===== src/rtl/dtr_pkg.sv =====
package dtr_pkg;

	localparam int MAX_MAC_BYTES_DEF = 64;
	localparam int OFFSET_WIDTH_DEF  = 16;
	localparam int FIFO_DEPTH        = 4;
	localparam int TDATA_WIDTH       = 112;

	localparam logic [7:0]  PTR_MARK        = 8'hC0;
	localparam logic [31:0] TSIG_TYPE_CLASS = {16'd250, 16'd255};
	localparam int          HDR_COUNT_FIRST = 4;
	localparam int          HDR_COUNT_END   = 12;
	localparam int          HDR_LAST        = 11;
	localparam logic [3:0]  FI_TYPE_END     = 4'd4;
	localparam logic [3:0]  FI_Q_LAST       = 4'd3;
	localparam logic [3:0]  FI_RDLEN_FIRST  = 4'd8;
	localparam logic [3:0]  FI_LAST         = 4'd9;
	localparam logic [3:0]  FI_TIME_END     = 4'd6;
	localparam logic [3:0]  FI_FUDGE_END    = 4'd8;

	localparam logic [3:0]  NB_LABEL = 4'd0;
	localparam logic [3:0]  NB_SKIP  = 4'd1;
	localparam logic [3:0]  NB_PTR   = 4'd2;

	localparam logic [1:0]  SEC_QUESTION   = 2'd0;
	localparam logic [1:0]  SEC_ADDITIONAL = 2'd3;

	localparam logic KIND_MAC    = 1'b0;
	localparam logic KIND_REPORT = 1'b1;

	typedef enum logic [2:0] {
		PH_HEADER,
		PH_NAME,
		PH_FIXED,
		PH_SKIP,
		PH_ALG,
		PH_TSIG,
		PH_MAC,
		PH_IDLE
	} phase_t;

	typedef struct packed {
		logic        kind;
		logic [7:0]  mac_byte;
		logic        found;
		logic [15:0] key_name_offset;
		logic [15:0] key_name_wire_length;
		logic [47:0] sign_time;
		logic [15:0] fudge_value;
		logic [6:0]  mac_length;
		logic        last;
	} res_t;

	typedef struct packed {
		logic [1:0] n;
		res_t       r0;
		res_t       r1;
	} par_out_t;

	typedef struct packed {
		logic        idle;
		logic [1:0]  sec;
		logic [15:0] rl;
	} nrec_t;

	typedef struct packed {
		logic        done;
		logic [3:0]  fi;
		logic [15:0] skip;
	} nb_t;

	function automatic nb_t name_step(input logic [3:0] fi, input logic [15:0] skip,
			input logic [7:0] b);
		nb_t r;
		r.done = 1'b0;
		r.fi   = fi;
		r.skip = skip;
		case (fi)
			NB_LABEL: begin
				if (b == 8'd0) begin
					r.done = 1'b1;
				end else if ((b & PTR_MARK) == PTR_MARK) begin
					r.fi = NB_PTR;
				end else begin
					r.skip = 16'(b);
					r.fi   = NB_SKIP;
				end
			end
			NB_SKIP: begin
				r.skip = skip - 16'd1;
				if (r.skip == 16'd0) begin
					r.fi = NB_LABEL;
				end
			end
			default: begin
				r.done = 1'b1;
			end
		endcase
		return r;
	endfunction

	function automatic nrec_t next_rec(input logic [1:0] sec, input logic [15:0] rl,
			input logic [3:0][15:0] hc);
		nrec_t r;
		logic  got;
		r.idle = 1'b0;
		r.sec  = sec;
		r.rl   = rl;
		got    = (rl != 16'd0);
		for (int k = 0; k < 4; k++) begin
			if (!got) begin
				if (r.sec == SEC_ADDITIONAL) begin
					r.idle = 1'b1;
					got    = 1'b1;
				end else begin
					r.sec = r.sec + 2'd1;
					r.rl  = hc[r.sec];
					got   = (r.rl != 16'd0);
				end
			end
		end
		if (!r.idle) begin
			r.rl = r.rl - 16'd1;
		end
		return r;
	endfunction

endpackage


===== src/rtl/dns_tsig_record_extractor.sv =====
// Channel | Dir | tdata (low bit up)                                       | tlast | tuser
// s_      | in  | data_byte[7:0]                                            | eom   | -
// m_      | out | mac_byte, found, key_name_offset, key_name_wire_length,  | last  | kind
//         |     | sign_time, fudge_value, mac_length (112 bits)            |       |
//
// One byte is taken per cycle while the output FIFO has room; parse state updates per byte.
// Each byte is held in the input register, then parsed and written into the output FIFO.
// The last MAC byte (or a truncated end mid-MAC) yields two items, queued in a
// four-entry output FIFO; input stalls only while that FIFO holds three or more.
// arst_n clears all parse state to the header phase; end of message does the same.
module dns_tsig_record_extractor #(
	parameter int MAX_MAC_BYTES = dtr_pkg::MAX_MAC_BYTES_DEF,
	parameter int OFFSET_WIDTH  = dtr_pkg::OFFSET_WIDTH_DEF
) (
	input  logic                            clk,
	input  logic                            arst_n,
	input  logic                            s_tvalid,
	output logic                            s_tready,
	input  logic [7:0]                      s_tdata,  // data_byte
	input  logic                            s_tlast,  // end_of_message
	output logic                            m_tvalid,
	input  logic                            m_tready,
	output logic [dtr_pkg::TDATA_WIDTH-1:0] m_tdata,  // mac_byte, found, key_name_offset,
	                                                  // key_name_wire_length, sign_time,
	                                                  // fudge_value, mac_length
	output logic                            m_tuser,  // kind
	output logic                            m_tlast   // last
);
	import dtr_pkg::*;

	logic       vld_s1;
	logic [7:0] byte_s1;
	logic       eom_s1;
	logic       adv;
	logic       room2;
	logic       not_empty;
	par_out_t   par_res;
	res_t       head;

	assign adv      = vld_s1 && room2;
	assign s_tready = !vld_s1 || adv;

	always_ff @(posedge clk or negedge arst_n) begin
		if (!arst_n) begin
			vld_s1 <= 1'b0;
		end else if (s_tready) begin
			vld_s1 <= s_tvalid;
		end
	end

	always_ff @(posedge clk) begin
		if (s_tready && s_tvalid) begin
			byte_s1 <= s_tdata;
			eom_s1  <= s_tlast;
		end
	end

	dtr_parser #(
		.MAX_MAC_BYTES(MAX_MAC_BYTES),
		.OFFSET_WIDTH (OFFSET_WIDTH)
	) u_parser (
		.clk           (clk),
		.arst_n        (arst_n),
		.en            (adv),
		.data_byte     (byte_s1),
		.end_of_message(eom_s1),
		.res           (par_res)
	);

	dtr_out_fifo u_fifo (
		.clk      (clk),
		.arst_n   (arst_n),
		.push     (par_res),
		.pop      (m_tready),
		.head     (head),
		.not_empty(not_empty),
		.room2    (room2)
	);

	assign m_tvalid = not_empty;
	assign m_tuser  = head.kind;
	assign m_tlast  = head.last;
	assign m_tdata  = {head.mac_length, head.fudge_value, head.sign_time,
		head.key_name_wire_length, head.key_name_offset, head.found, head.mac_byte};

	a_mac_item_clean: assert property (@(posedge clk) disable iff (!arst_n)
		(m_tvalid && m_tuser == KIND_MAC) |-> (!m_tlast && m_tdata[111:8] == '0))
		else $error("MAC item carries report fields");

	a_report_last: assert property (@(posedge clk) disable iff (!arst_n)
		(m_tvalid && m_tuser == KIND_REPORT) |-> (m_tlast && m_tdata[7:0] == 8'd0))
		else $error("report item malformed");

	a_stall_hold: assert property (@(posedge clk) disable iff (!arst_n)
		(vld_s1 && !adv) |=> (vld_s1 && $stable(byte_s1) && $stable(eom_s1)))
		else $error("input stage lost an item while stalled");

endmodule


===== src/rtl/dtr_parser.sv =====
module dtr_parser #(
	parameter int MAX_MAC_BYTES = dtr_pkg::MAX_MAC_BYTES_DEF,
	parameter int OFFSET_WIDTH  = dtr_pkg::OFFSET_WIDTH_DEF
) (
	input  logic              clk,
	input  logic              arst_n,
	input  logic              en,
	input  logic [7:0]        data_byte,
	input  logic              end_of_message,
	output dtr_pkg::par_out_t res
);
	import dtr_pkg::*;

	localparam int MW = $clog2(MAX_MAC_BYTES + 1);
	localparam logic [OFFSET_WIDTH-1:0] MAX_OFF = '1;

	logic [OFFSET_WIDTH-1:0] pos_q, pos_d;
	logic [3:0][15:0]        hc_q, hc_d;
	phase_t                  ph_q, ph_d;
	logic [15:0]             rl_q, rl_d;
	logic [15:0]             skip_q, skip_d;
	logic [3:0]              fi_q, fi_d;
	logic [15:0]             rlen_q, rlen_d;
	logic [31:0]             rtc_q, rtc_d;
	logic [OFFSET_WIDTH-1:0] nso_q, nso_d;
	logic [47:0]             time_q, time_d;
	logic [15:0]             fudge_q, fudge_d;
	logic [MW-1:0]           macl_q, macl_d;
	logic                    done_q, done_d;
	logic [1:0]              sec_q, sec_d;
	logic [OFFSET_WIDTH-1:0] nlen_q, nlen_d;
	logic [MW-1:0]           mlen_q, mlen_d;

	function automatic res_t mk(input logic kind, input logic [7:0] mb, input logic found,
			input logic [OFFSET_WIDTH-1:0] nso, input logic [OFFSET_WIDTH-1:0] nlen,
			input logic [47:0] tm, input logic [15:0] fd, input logic [MW-1:0] ml);
		res_t r;
		r                      = '0;
		r.kind                 = kind;
		r.mac_byte             = mb;
		r.found                = found;
		r.last                 = kind;
		if (found) begin
			r.key_name_offset      = 16'(nso);
			r.key_name_wire_length = 16'(nlen);
			r.sign_time            = tm;
			r.fudge_value          = fd;
			r.mac_length           = 7'(ml);
		end
		return r;
	endfunction

	always_comb begin
		logic [OFFSET_WIDTH-1:0] nxt;
		logic [OFFSET_WIDTH-1:0] hp;
		nrec_t                   nr;
		logic                    call_nr;
		logic [1:0]              nr_sec;
		logic [15:0]             nr_rl;
		nb_t                     nb;
		logic [1:0]              n;
		res_t                    rr;
		logic                    put;

		pos_d   = pos_q;
		hc_d    = hc_q;
		ph_d    = ph_q;
		rl_d    = rl_q;
		skip_d  = skip_q;
		fi_d    = fi_q;
		rlen_d  = rlen_q;
		rtc_d   = rtc_q;
		nso_d   = nso_q;
		time_d  = time_q;
		fudge_d = fudge_q;
		macl_d  = macl_q;
		done_d  = done_q;
		sec_d   = sec_q;
		nlen_d  = nlen_q;
		mlen_d  = mlen_q;
		res     = '0;
		n       = 2'd0;
		rr      = '0;
		put     = 1'b0;
		call_nr = 1'b0;
		nr_sec  = sec_q;
		nr_rl   = rl_q;
		nb      = '0;
		nr      = '0;
		hp      = pos_q - OFFSET_WIDTH'(HDR_COUNT_FIRST);
		nxt     = (pos_q < MAX_OFF) ? pos_q + 1'b1 : MAX_OFF;

		case (ph_q)
			PH_HEADER: begin
				if (pos_q >= OFFSET_WIDTH'(HDR_COUNT_FIRST)
						&& pos_q < OFFSET_WIDTH'(HDR_COUNT_END)) begin
					hc_d[hp[2:1]] = {hc_q[hp[2:1]][7:0], data_byte};
				end
				if (pos_q >= OFFSET_WIDTH'(HDR_LAST)) begin
					if (hc_d[3] == 16'd0) begin
						ph_d = PH_IDLE;
					end else begin
						call_nr = 1'b1;
						nr_sec  = SEC_QUESTION;
						nr_rl   = hc_d[0];
					end
				end
			end
			PH_NAME: begin
				nb     = name_step(fi_q, skip_q, data_byte);
				fi_d   = nb.fi;
				skip_d = nb.skip;
				if (nb.done) begin
					if (sec_q == SEC_ADDITIONAL) begin
						nlen_d = nxt - nso_q;
					end
					ph_d   = PH_FIXED;
					fi_d   = 4'd0;
					rtc_d  = '0;
					rlen_d = '0;
				end
			end
			PH_FIXED: begin
				if (fi_q < FI_TYPE_END) begin
					rtc_d = {rtc_q[23:0], data_byte};
				end else if (fi_q >= FI_RDLEN_FIRST) begin
					rlen_d = {rlen_q[7:0], data_byte};
				end
				if (sec_q == SEC_QUESTION && fi_q >= FI_Q_LAST) begin
					call_nr = 1'b1;
				end else if (fi_q >= FI_LAST) begin
					if (sec_q == SEC_ADDITIONAL && rtc_d == TSIG_TYPE_CLASS) begin
						ph_d = PH_ALG;
						fi_d = 4'd0;
					end else if (rlen_d == 16'd0) begin
						call_nr = 1'b1;
					end else begin
						skip_d = rlen_d;
						ph_d   = PH_SKIP;
					end
				end else begin
					fi_d = fi_q + 4'd1;
				end
			end
			PH_SKIP: begin
				skip_d = skip_q - 16'd1;
				if (skip_d == 16'd0) begin
					call_nr = 1'b1;
				end
			end
			PH_ALG: begin
				nb     = name_step(fi_q, skip_q, data_byte);
				fi_d   = nb.fi;
				skip_d = nb.skip;
				if (nb.done) begin
					ph_d    = PH_TSIG;
					fi_d    = 4'd0;
					time_d  = '0;
					fudge_d = '0;
					rlen_d  = '0;
				end
			end
			PH_TSIG: begin
				if (fi_q < FI_TIME_END) begin
					time_d = {time_q[39:0], data_byte};
				end else if (fi_q < FI_FUDGE_END) begin
					fudge_d = {fudge_q[7:0], data_byte};
				end else begin
					rlen_d = {rlen_q[7:0], data_byte};
				end
				if (fi_q >= FI_LAST) begin
					mlen_d = (rlen_d > 16'(MAX_MAC_BYTES)) ? MW'(MAX_MAC_BYTES)
						: rlen_d[MW-1:0];
					macl_d = mlen_d;
					if (mlen_d == '0) begin
						res.r0 = mk(KIND_REPORT, 8'd0, 1'b1, nso_q, nlen_q, time_q,
							fudge_q, mlen_d);
						n      = 2'd1;
						done_d = 1'b1;
						ph_d   = PH_IDLE;
					end else begin
						ph_d = PH_MAC;
					end
				end else begin
					fi_d = fi_q + 4'd1;
				end
			end
			PH_MAC: begin
				res.r0 = mk(KIND_MAC, data_byte, 1'b0, nso_q, nlen_q, time_q, fudge_q,
					mlen_q);
				n      = 2'd1;
				macl_d = macl_q - 1'b1;
				if (macl_d == '0) begin
					res.r1 = mk(KIND_REPORT, 8'd0, 1'b1, nso_q, nlen_q, time_q, fudge_q,
						mlen_q);
					n      = 2'd2;
					done_d = 1'b1;
					ph_d   = PH_IDLE;
				end
			end
			default: begin
			end
		endcase

		if (call_nr) begin
			nr = next_rec(nr_sec, nr_rl, hc_d);
			if (nr.idle) begin
				ph_d  = PH_IDLE;
				sec_d = nr.sec;
				rl_d  = nr.rl;
			end else begin
				ph_d  = PH_NAME;
				fi_d  = 4'd0;
				sec_d = nr.sec;
				rl_d  = nr.rl;
				if (nr.sec == SEC_ADDITIONAL) begin
					nso_d = nxt;
				end
			end
		end

		pos_d = nxt;

		if (end_of_message) begin
			if (!done_d) begin
				rr  = mk(KIND_REPORT, 8'd0, 1'b0, nso_q, nlen_q, time_q, fudge_q, mlen_q);
				put = 1'b1;
			end
			pos_d   = '0;
			hc_d    = '0;
			ph_d    = PH_HEADER;
			rl_d    = '0;
			skip_d  = '0;
			fi_d    = '0;
			rlen_d  = '0;
			rtc_d   = '0;
			nso_d   = '0;
			time_d  = '0;
			fudge_d = '0;
			macl_d  = '0;
			done_d  = 1'b0;
			sec_d   = '0;
			nlen_d  = '0;
			mlen_d  = '0;
		end

		if (put) begin
			if (n == 2'd0) begin
				res.r0 = rr;
			end else begin
				res.r1 = rr;
			end
			n = n + 2'd1;
		end

		res.n = en ? n : 2'd0;
	end

	always_ff @(posedge clk or negedge arst_n) begin
		if (!arst_n) begin
			pos_q   <= '0;
			hc_q    <= '0;
			ph_q    <= PH_HEADER;
			rl_q    <= '0;
			skip_q  <= '0;
			fi_q    <= '0;
			rlen_q  <= '0;
			rtc_q   <= '0;
			nso_q   <= '0;
			time_q  <= '0;
			fudge_q <= '0;
			macl_q  <= '0;
			done_q  <= 1'b0;
			sec_q   <= '0;
			nlen_q  <= '0;
			mlen_q  <= '0;
		end else if (en) begin
			pos_q   <= pos_d;
			hc_q    <= hc_d;
			ph_q    <= ph_d;
			rl_q    <= rl_d;
			skip_q  <= skip_d;
			fi_q    <= fi_d;
			rlen_q  <= rlen_d;
			rtc_q   <= rtc_d;
			nso_q   <= nso_d;
			time_q  <= time_d;
			fudge_q <= fudge_d;
			macl_q  <= macl_d;
			done_q  <= done_d;
			sec_q   <= sec_d;
			nlen_q  <= nlen_d;
			mlen_q  <= mlen_d;
		end
	end

endmodule


===== src/rtl/dtr_out_fifo.sv =====
module dtr_out_fifo (
	input  logic              clk,
	input  logic              arst_n,
	input  dtr_pkg::par_out_t push,
	input  logic              pop,
	output dtr_pkg::res_t     head,
	output logic              not_empty,
	output logic              room2
);
	import dtr_pkg::*;

	localparam int PW = $clog2(FIFO_DEPTH);

	res_t            mem [FIFO_DEPTH];
	logic [PW-1:0]   wp_q, rp_q;
	logic [PW:0]     cnt_q;
	logic            do_pop;

	assign not_empty = (cnt_q != '0);
	assign room2     = (cnt_q <= (PW+1)'(FIFO_DEPTH - 2));
	assign do_pop    = pop && not_empty;
	assign head      = mem[rp_q];

	always_ff @(posedge clk) begin
		if (push.n != 2'd0) begin
			mem[wp_q] <= push.r0;
		end
		if (push.n == 2'd2) begin
			mem[wp_q + 1'b1] <= push.r1;
		end
	end

	always_ff @(posedge clk or negedge arst_n) begin
		if (!arst_n) begin
			wp_q  <= '0;
			rp_q  <= '0;
			cnt_q <= '0;
		end else begin
			wp_q  <= wp_q + PW'(push.n);
			rp_q  <= rp_q + PW'(do_pop);
			cnt_q <= cnt_q + (PW+1)'(push.n) - (PW+1)'(do_pop);
		end
	end

endmodule

===== config.mk =====
export PLATFORM = sky130hd
export DESIGN_NAME = dns_tsig_record_extractor
export DESIGN_NICKNAME = d
export VERILOG_FILES = /design/src/rtl/dtr_pkg.sv /design/src/rtl/dns_tsig_record_extractor.sv /design/src/rtl/dtr_parser.sv /design/src/rtl/dtr_out_fifo.sv
export SDC_FILE = /design/constraint.sdc
export NUM_CORES = 2
export LEC_CHECK = 0
export BUFFER_PORTS_ARGS = -buffer_cell sky130_fd_sc_hd__buf_2
export CORE_MARGIN = 4
export CORE_UTILIZATION = 60
export DETAILED_ROUTE_END_ITERATION = 8
export PLACE_DENSITY = 0.77
export SYNTH_ARGS = -nofsm -noshare
export SYNTH_HDL_FRONTEND = slang
export SYNTH_HIERARCHICAL = 1
export SYNTH_SLANG_ARGS = --single-unit

===== constraint.sdc =====
create_clock -name clk -period 17.32 [get_ports clk]
set_clock_uncertainty 0.2 [all_clocks]
set_input_delay 4.33 -clock clk [delete_from_list [all_inputs] [get_ports clk]]
set_output_delay 4.33 -clock clk [all_outputs]
set_load 0.05 [all_outputs]

---- After elaboration in Yosys (flattened, before gate mapping) ----
Memories as Yosys holds them, arrays and structs flattened.
Index checks and enable logic that the tools add are counted.
storage, ports and cells
  RAM bits ................................ 456
  bits of input ports ..................... 13
  memories ................................ 1
  logic and storage cells ................. 317
  flip-flop bits (word level) ............. 297
  output and inout port bits .............. 116
cells by class
  equal/unequal tests ..................... 39
  reduce and logical (&&, ||, !) cells .... 50
  muxes and demuxes ....................... 167
  order comparisons ....................... 18
  $add $sub $neg .......................... 17
memory list
  memory      depth  bits a word  read ports  clocked after memory_dff  wr ports  RTL line            text
  u_fifo.mem  4      114          1           0                         2         dtr_out_fifo.sv:14  res_t mem [FIFO_DEPTH];
operators by type and width
  operator                                          number
  2-to-1 mux 114 bit                                8
  2-to-1 mux 16 bit                                 39
  2-to-1 mux 64 bit                                 4
  2-to-1 mux 228 bit                                1
  one-hot mux 114 bit (2 select lines)              1
  binary-select mux 16 bit (select 2 bit)           5
  2-to-1 mux 19 bit                                 8
  2-to-1 mux 48 bit                                 3
  2-to-1 mux 32 bit                                 4
  one-hot mux 48 bit (2 select lines)               1
  2-to-1 mux 18 bit                                 4
  bitwise mux 64 bit                                1
  one-hot mux 16 bit (4 select lines)               1
  one-hot mux 32 bit (2 select lines)               1
  nonzero test 16 bit                               4
  zero test 16 bit                                  3
  one-hot mux 16 bit (3 select lines)               1
  2-to-1 mux 4 bit                                  10
  one-hot mux 20 bit (2 select lines)               1
  2-to-1 mux 3 bit                                  13
  2-to-1 mux 1 bit                                  35
  2-to-1 mux 7 bit                                  5
  demux 16 bit (select 2 bit)                       1
  == test 32 x 24 -> 1 bit (second input constant)  1
  65 further kinds                                  136

---- Longest topological paths before layout ----
  depth after elaboration ................. 41
  depth in mapped cells ................... 42
  depth with buffers taken out ............ 34

---- Hierarchy ----
Netlist, hierarchy kept.
by module, submodules not included
  module                     cells an instance  area each (µm²)  times used  seq. area each (µm²)
  dtr_out_fifo               1143               22275.1          1           13868.3
  dtr_parser                 2605               21408.0          1           7006.7
  dns_tsig_record_extractor  14                 330.3            1           295.3

---- Worst setup path before layout ----
No wires, ideal clock.
  path kind ............................... reg-to-reg
  start point ............................. register u_parser.fi_q[3]
  end point ............................... memory u_fifo/mem[0][0] in the netlist's numbering (enable)
  cell stages (with the launch flop) ...... 10
  clock period less this slack ............ 11.870 ns
  data required time ...................... 16.375 ns
  arrival ................................. 10.925 ns
  path slack .............................. 5.450 ns
  library setup time ...................... 0.745 ns
  buffers on the path ..................... 2
  cells stage by stage .................... dfrtp_1 clkbuf_1 clkbuf_1 mux2i_1 nand2_1 nor3_1 nand2_1 a21boi_0 o21bai_1 o21ai_0
RTL lines
  item                    RTL line            text
  from (decl)             dtr_parser.sv:22    logic [3:0] fi_q, fi_d;
  from (signal assigned)  dtr_parser.sv:283   fi_q <= fi_d;
  to (decl)               dtr_out_fifo.sv:14

---- Worst setup path after layout ----
  start point ............................. register u_parser.pos_q[1]
  end point ............................... register u_parser.nso_q[11]
between the ends
  cells in the longest elaborated chain, start to end .. 33
  elaborated cells between the ends (all ways) .. 81
  classes of those cells .................. add/sub (6); order compare (6); eq/ne (6); mux (53); reduce/logical (10)
RTL lines
  item                                                                                                             RTL line           text
  from (decl)                                                                                                      dtr_parser.sv:17   logic [OFFSET_WIDTH-1:0] pos_q, pos_d;
  from (signal assigned)                                                                                           dtr_parser.sv:278  pos_q <= pos_d;
  subtractor 3 bit                                                                                                 dtr_parser.sv:90   hp = pos_q - OFFSET_WIDTH'(HDR_COUNT_FIRST);
  < comparator 2 x 3 -> 1 bit (not written as such) or greater-or-equal comparator 2 x 1 -> 1 bit (tied branches)  dtr_parser.sv:97   hc_d[hp[2:1]] = {hc_q[hp[2:1]][7:0], data_byte};
  logical AND 1 bit (not written as such)                                                                          dtr_parser.sv:97
  2-to-1 mux 16 bit (not written as such)                                                                          dtr_parser.sv:97
  demux 16 bit (select 2 bit)                                                                                      n/a
  bitwise mux 64 bit                                                                                               dtr_parser.sv:97
  2-to-1 mux 64 bit                                                                                                dtr_parser.sv:95   if (pos_q >= OFFSET_WIDTH'(HDR_COUNT_FIRST)
  2-to-1 mux 64 bit                                                                                                dtr_parser.sv:93   case (ph_q)
  (+17 left out)                                                                                                   n/a
  2-to-1 mux 1 bit                                                                                                 dtr_pkg.sv:111     if (r.sec == SEC_ADDITIONAL) begin
  2-to-1 mux 1 bit                                                                                                 dtr_pkg.sv:110     if (!got) begin
  2-to-1 mux 1 bit                                                                                                 dtr_parser.sv:205  if (call_nr) begin
  2-to-1 mux 19 bit                                                                                                dtr_pkg.sv:110
  2-to-1 mux 19 bit                                                                                                dtr_parser.sv:205
  == test 2 bit                                                                                                    dtr_parser.sv:216  if (nr.sec == SEC_ADDITIONAL) begin
  nonzero test 2 bit (no line)                                                                                     n/a
  AND reduction 4 bit (no line)                                                                                    n/a
  to (signal assigned)                                                                                             dtr_parser.sv:286  nso_q <= nso_d;
  to (decl)                                                                                                        dtr_parser.sv:25   logic [OFFSET_WIDTH-1:0] nso_q, nso_d;
Parallel ways exist; a longest one is shown, timed or not. The select of a mux whose other input is x is not followed.
A chain may end at the register's enable or synchronous reset.

==> out/results.md <==
| Result | This run | Unit |
| --- | --- | --- |
| IO buf count | 128 | - |
| EDFF count, synth | 465 | - |
| Mean cell area of the mapped netlist | 11.7 | um2 |
| Die Outline Area | 77800 | um2 |
| Chip Height | 279 | um |
| Worst skew pair latency | 0.62 | ns |
| Fmax | 79.3 | MHz |
| Post-route minimum period | 12.61 | ns |
| Commonest non-fill, non-tap cell in the layout | edfxtp_1 | - |
| Result of the run | finished, final reports clean | - |
| Number of nets in the finished design | 3862 | - |
| Number of setup buffers added after CTS | 0 | - |
| Post-place setup slack | 4.95 | ns |
| Wire length of the first global-routing pass | 206000 | um |
| Via-per-instance ratio | 6.91 | - |
| Largest net degree at the start of global routing | 117 | - |
| Critical path fanouts, max | 36 | - |
| Clk sinks | 753 | - |
| Commonest non-fill, non-tap cells in the layout | edfxtp_1, mux2_2, nand2_1, dfrtp_1, nor2_1 | - |
| Final Hold Violating Endpoints | 0 | - |
| CP max stage delay | 0.88 | ns |
| Proportion of synthesized flip-flops having asynchronous set or reset | 38.2 | % |
| Post-detailed-route wirelength per cell | 28.3 | um |
| Required @ worst endpoint | 17.61 | ns |
| Endpoint of the most critical register-to-register path | u_parser/nso_q[11] | - |
| Cell area after technology mapping | 44000 | um2 |
| Kind of critical path | reg -> reg | - |
| Count of cells resized by post-cts repair | 0 | - |
| Launching point of the worst reg2reg path | u_parser/pos_q[1] | - |
| Hold buffers post-CTS | 0 | - |
| TritonRoute pass-1 iters | 6 | - |
| Syn-to-layout area delta | 9.39 | % |
| Crit. Startpoint | u_parser/pos_q[1] | - |
| Number of DRC markers in iteration 0 | 3964 | - |
| Worst endpoint data arrival time | 12.90 | ns |
| Final setup margin | 4.71 | ns |
| Final max-slew violation count | 0 | - |
| Cell accounting for the most synthesized area | edfxtp_1 | - |
| Synth Instances | 3762 | - |
| Endpoint of the most critical setup path | u_parser/nso_q[11] | - |
| Via count of the first global-routing pass | 32600 | - |
| Cell Rows | 99 | - |
| Total instance count after detailed placement | 4686 | - |
| Cell types with the largest area share after synthesis | edfxtp_1, dfrtp_1, mux2_2, mux4_2, mux2_1 | - |
| Area fraction of the dominant cell type after synthesis | 31.7 | % |
| Sort of element at the end of the critical path | register | - |
| Number of top-level pins | 129 | - |
| Final-layout setup total negative slack | 0 | ns |
| Final critical-path share of the clock period | 72.8 | % |
| Number of levels the H-tree was split into | 3 | - |
| Setup-failing EPs final | 0 | - |
| Post-route ant nets | 0 | - |
| Post-synthesis cell type count | 109 | - |
| Buffer depth of the longest clock path | 3 | - |
| Count of placed standard cells in the final layout, fillers left out | 4832 | - |
| Number of maximum-capacitance violations | 0 | - |
| GRT Residual Overflow | 0 | - |
| Detailed-route via count | 33400 | - |
| Syn. warnings | 6 | - |
| Final weighted congestion in routability-driven placement | 1.09 | - |
| R2R setup slack | 4.71 | ns |
| Static leakage power | 19.2 | nW |
| RSZ-0062 raised after global routing | no | - |
| Flops & latches, synth | 753 | - |
| Total detailed-routing wirelength | 137000 | um |
| Initial standard-cell utilization of the core | 60.4 | % |
| GRT Util Overall | 34.5 | % |
| CTS Root Buffer Type | clkbuf_16 | - |
| Post-route design area | 48100 | um2 |
| Number of antenna violations at the first check in global routing | 2 | - |
| Dpl hpwl | 89500 | um |
| Sequential fraction of the synthesis area | 48.1 | % |
| Main synth FF type | edfxtp_1 | - |
| Cell area after placement | 45600 | um2 |
| Min Hold Slack | 0.278 | ns |
| Total DRC errors in the routed layout | 0 | - |
| Core region area | 72800 | um2 |
| Slowest stage cell on the critical path | dfrtp_1 | - |
| CTS buffer count | 80 | - |
| Rel. slew slack | 22.7 | % |
| Length in cells of the worst reg-to-reg path | 29 | - |
| Clock Pin Slew Worst Setup and Hold Paths | 0.06 | ns |
| Die extent in x | 279 | um |
| Power density normalized to cell area | 198 | nW/um2 |
| Peak ir drop on the vdd network | 0.599 | mV |
| CTS tree | done | - |
| Layout cells sized above 1 | 25.5 | % |
| Class of the most critical hold timing path | reg -> reg | - |
| CP Launch Type | register | - |
| Slew at the pin with the worst max-slew slack | 1.16 | ns |
## kinds of logic (layout without fill, tap and decap cells)
| logic type | count (synthesis) | after routing | share of synthesized area (%) |
|---|---|---|---|
| other cells | 1 | 16 | 0.00852 |
| flops | 753 | 753 | 48.1 |
| fa+ha+maj | 40 | 40 | 1.17 |
| xor+xnor | 46 | 46 | 0.915 |
| mux | 724 | 724 | 22.6 |
| simple gates | 1014 | 1014 | 11.8 |
| compound gates | 761 | 761 | 11.3 |
| buf+inv | 423 | 519 | 4.16 |
## cell usage after synthesis, types with 60 or more instances
cell type / n
inv_1: 128
dfrtp_1: 288
mux2i_1: 60
a21oi_1: 189
nand2_1: 311
clkbuf_1: 177
edfxtp_1: 465
mux2_2: 388
mux2_1: 111
mux4_2: 163
o22ai_1: 78
and2_1: 109
and3_1: 108
nor2_1: 199
o21ai_0: 170
nor3_1: 61
## how the worst min path moves through the flow
stage,start,to,slack [ns],cells after the start
after floorplan,u_parser/mlen_q[0],u_parser/mlen_q[0],0.24,2
after CTS,u_parser/mlen_q[3],u_parser/mlen_q[3],0.28,2
after detailed placement,u_parser/mlen_q[3],u_parser/mlen_q[3],0.27,2
after global placement,u_parser/mlen_q[3],u_parser/mlen_q[3],0.26,2
after global routing,u_parser/mlen_q[0],u_parser/mlen_q[0],0.31,2
final,u_parser/mlen_q[3],u_parser/mlen_q[3],0.28,2
## area by class of cell
type	instances	area, um2
tap	959	1200
multi-input combinational	2600	21200
sequential	753	21200
antenna	1	2.50
inverter	136	515
fill	5297	24700
clock buffer	123	2360
timing repair buffer	238	1490
clock inverter	22	189
## stage by stage
stage | power [mW] | utilization (%)
2_1_floorplan | 6.62 | -
3_3_place_gp | 7.76 | 62.6
3_5_place_dp | 7.80 | 62.6
4_1_cts | 9.48 | 66.1
5_1_grt | 10.0 | 66.1
6_report | 9.54 | 66.1
## critical path, delay by kind of cell (launching register included)
family	cells	cell delay [ns]
simple gates	13	4.49
buf+inv	5	2.38
mux	3	1.40
compound gates	6	1.99
flops	1	0.88
fa+ha+maj	2	1.07
## metal layers
layer	wire length (um)	vias up	share of wire [%]	GRT usage, %
met3	13300	401	9.7	6.96
met4	7880	4	5.8	17.3
met2	62100	1935	45	53.1
li1	-	14400	-	-
met1	53300	16700	39	47.3
met5	28	-	0.020	0
## report_power, final
group          total (mW)  internal, mW  switching, mW
logic                5.52          1.90           3.62
registers            2.34          2.13          0.212
clock network        1.68         0.972          0.705
total                9.54          5.00           4.54
## sequential cells by signal, summed over array words and instances (netlist names), 7 cells and up
name / flops
u_parser/rlen_q: 16
u_parser/fudge_q: 16
u_parser/pos_q: 16
byte_s1: 8
u_parser/rl_q: 16
u_fifo/mem: 456
u_parser/nso_q: 16
u_parser/time_q: 48
u_parser/macl_q: 7
u_parser/nlen_q: 16
u_parser/skip_q: 16
u_parser/mlen_q: 7
u_parser/rtc_q: 32
u_parser/hc_q: 64
Power figures use the tool's default switching activity.
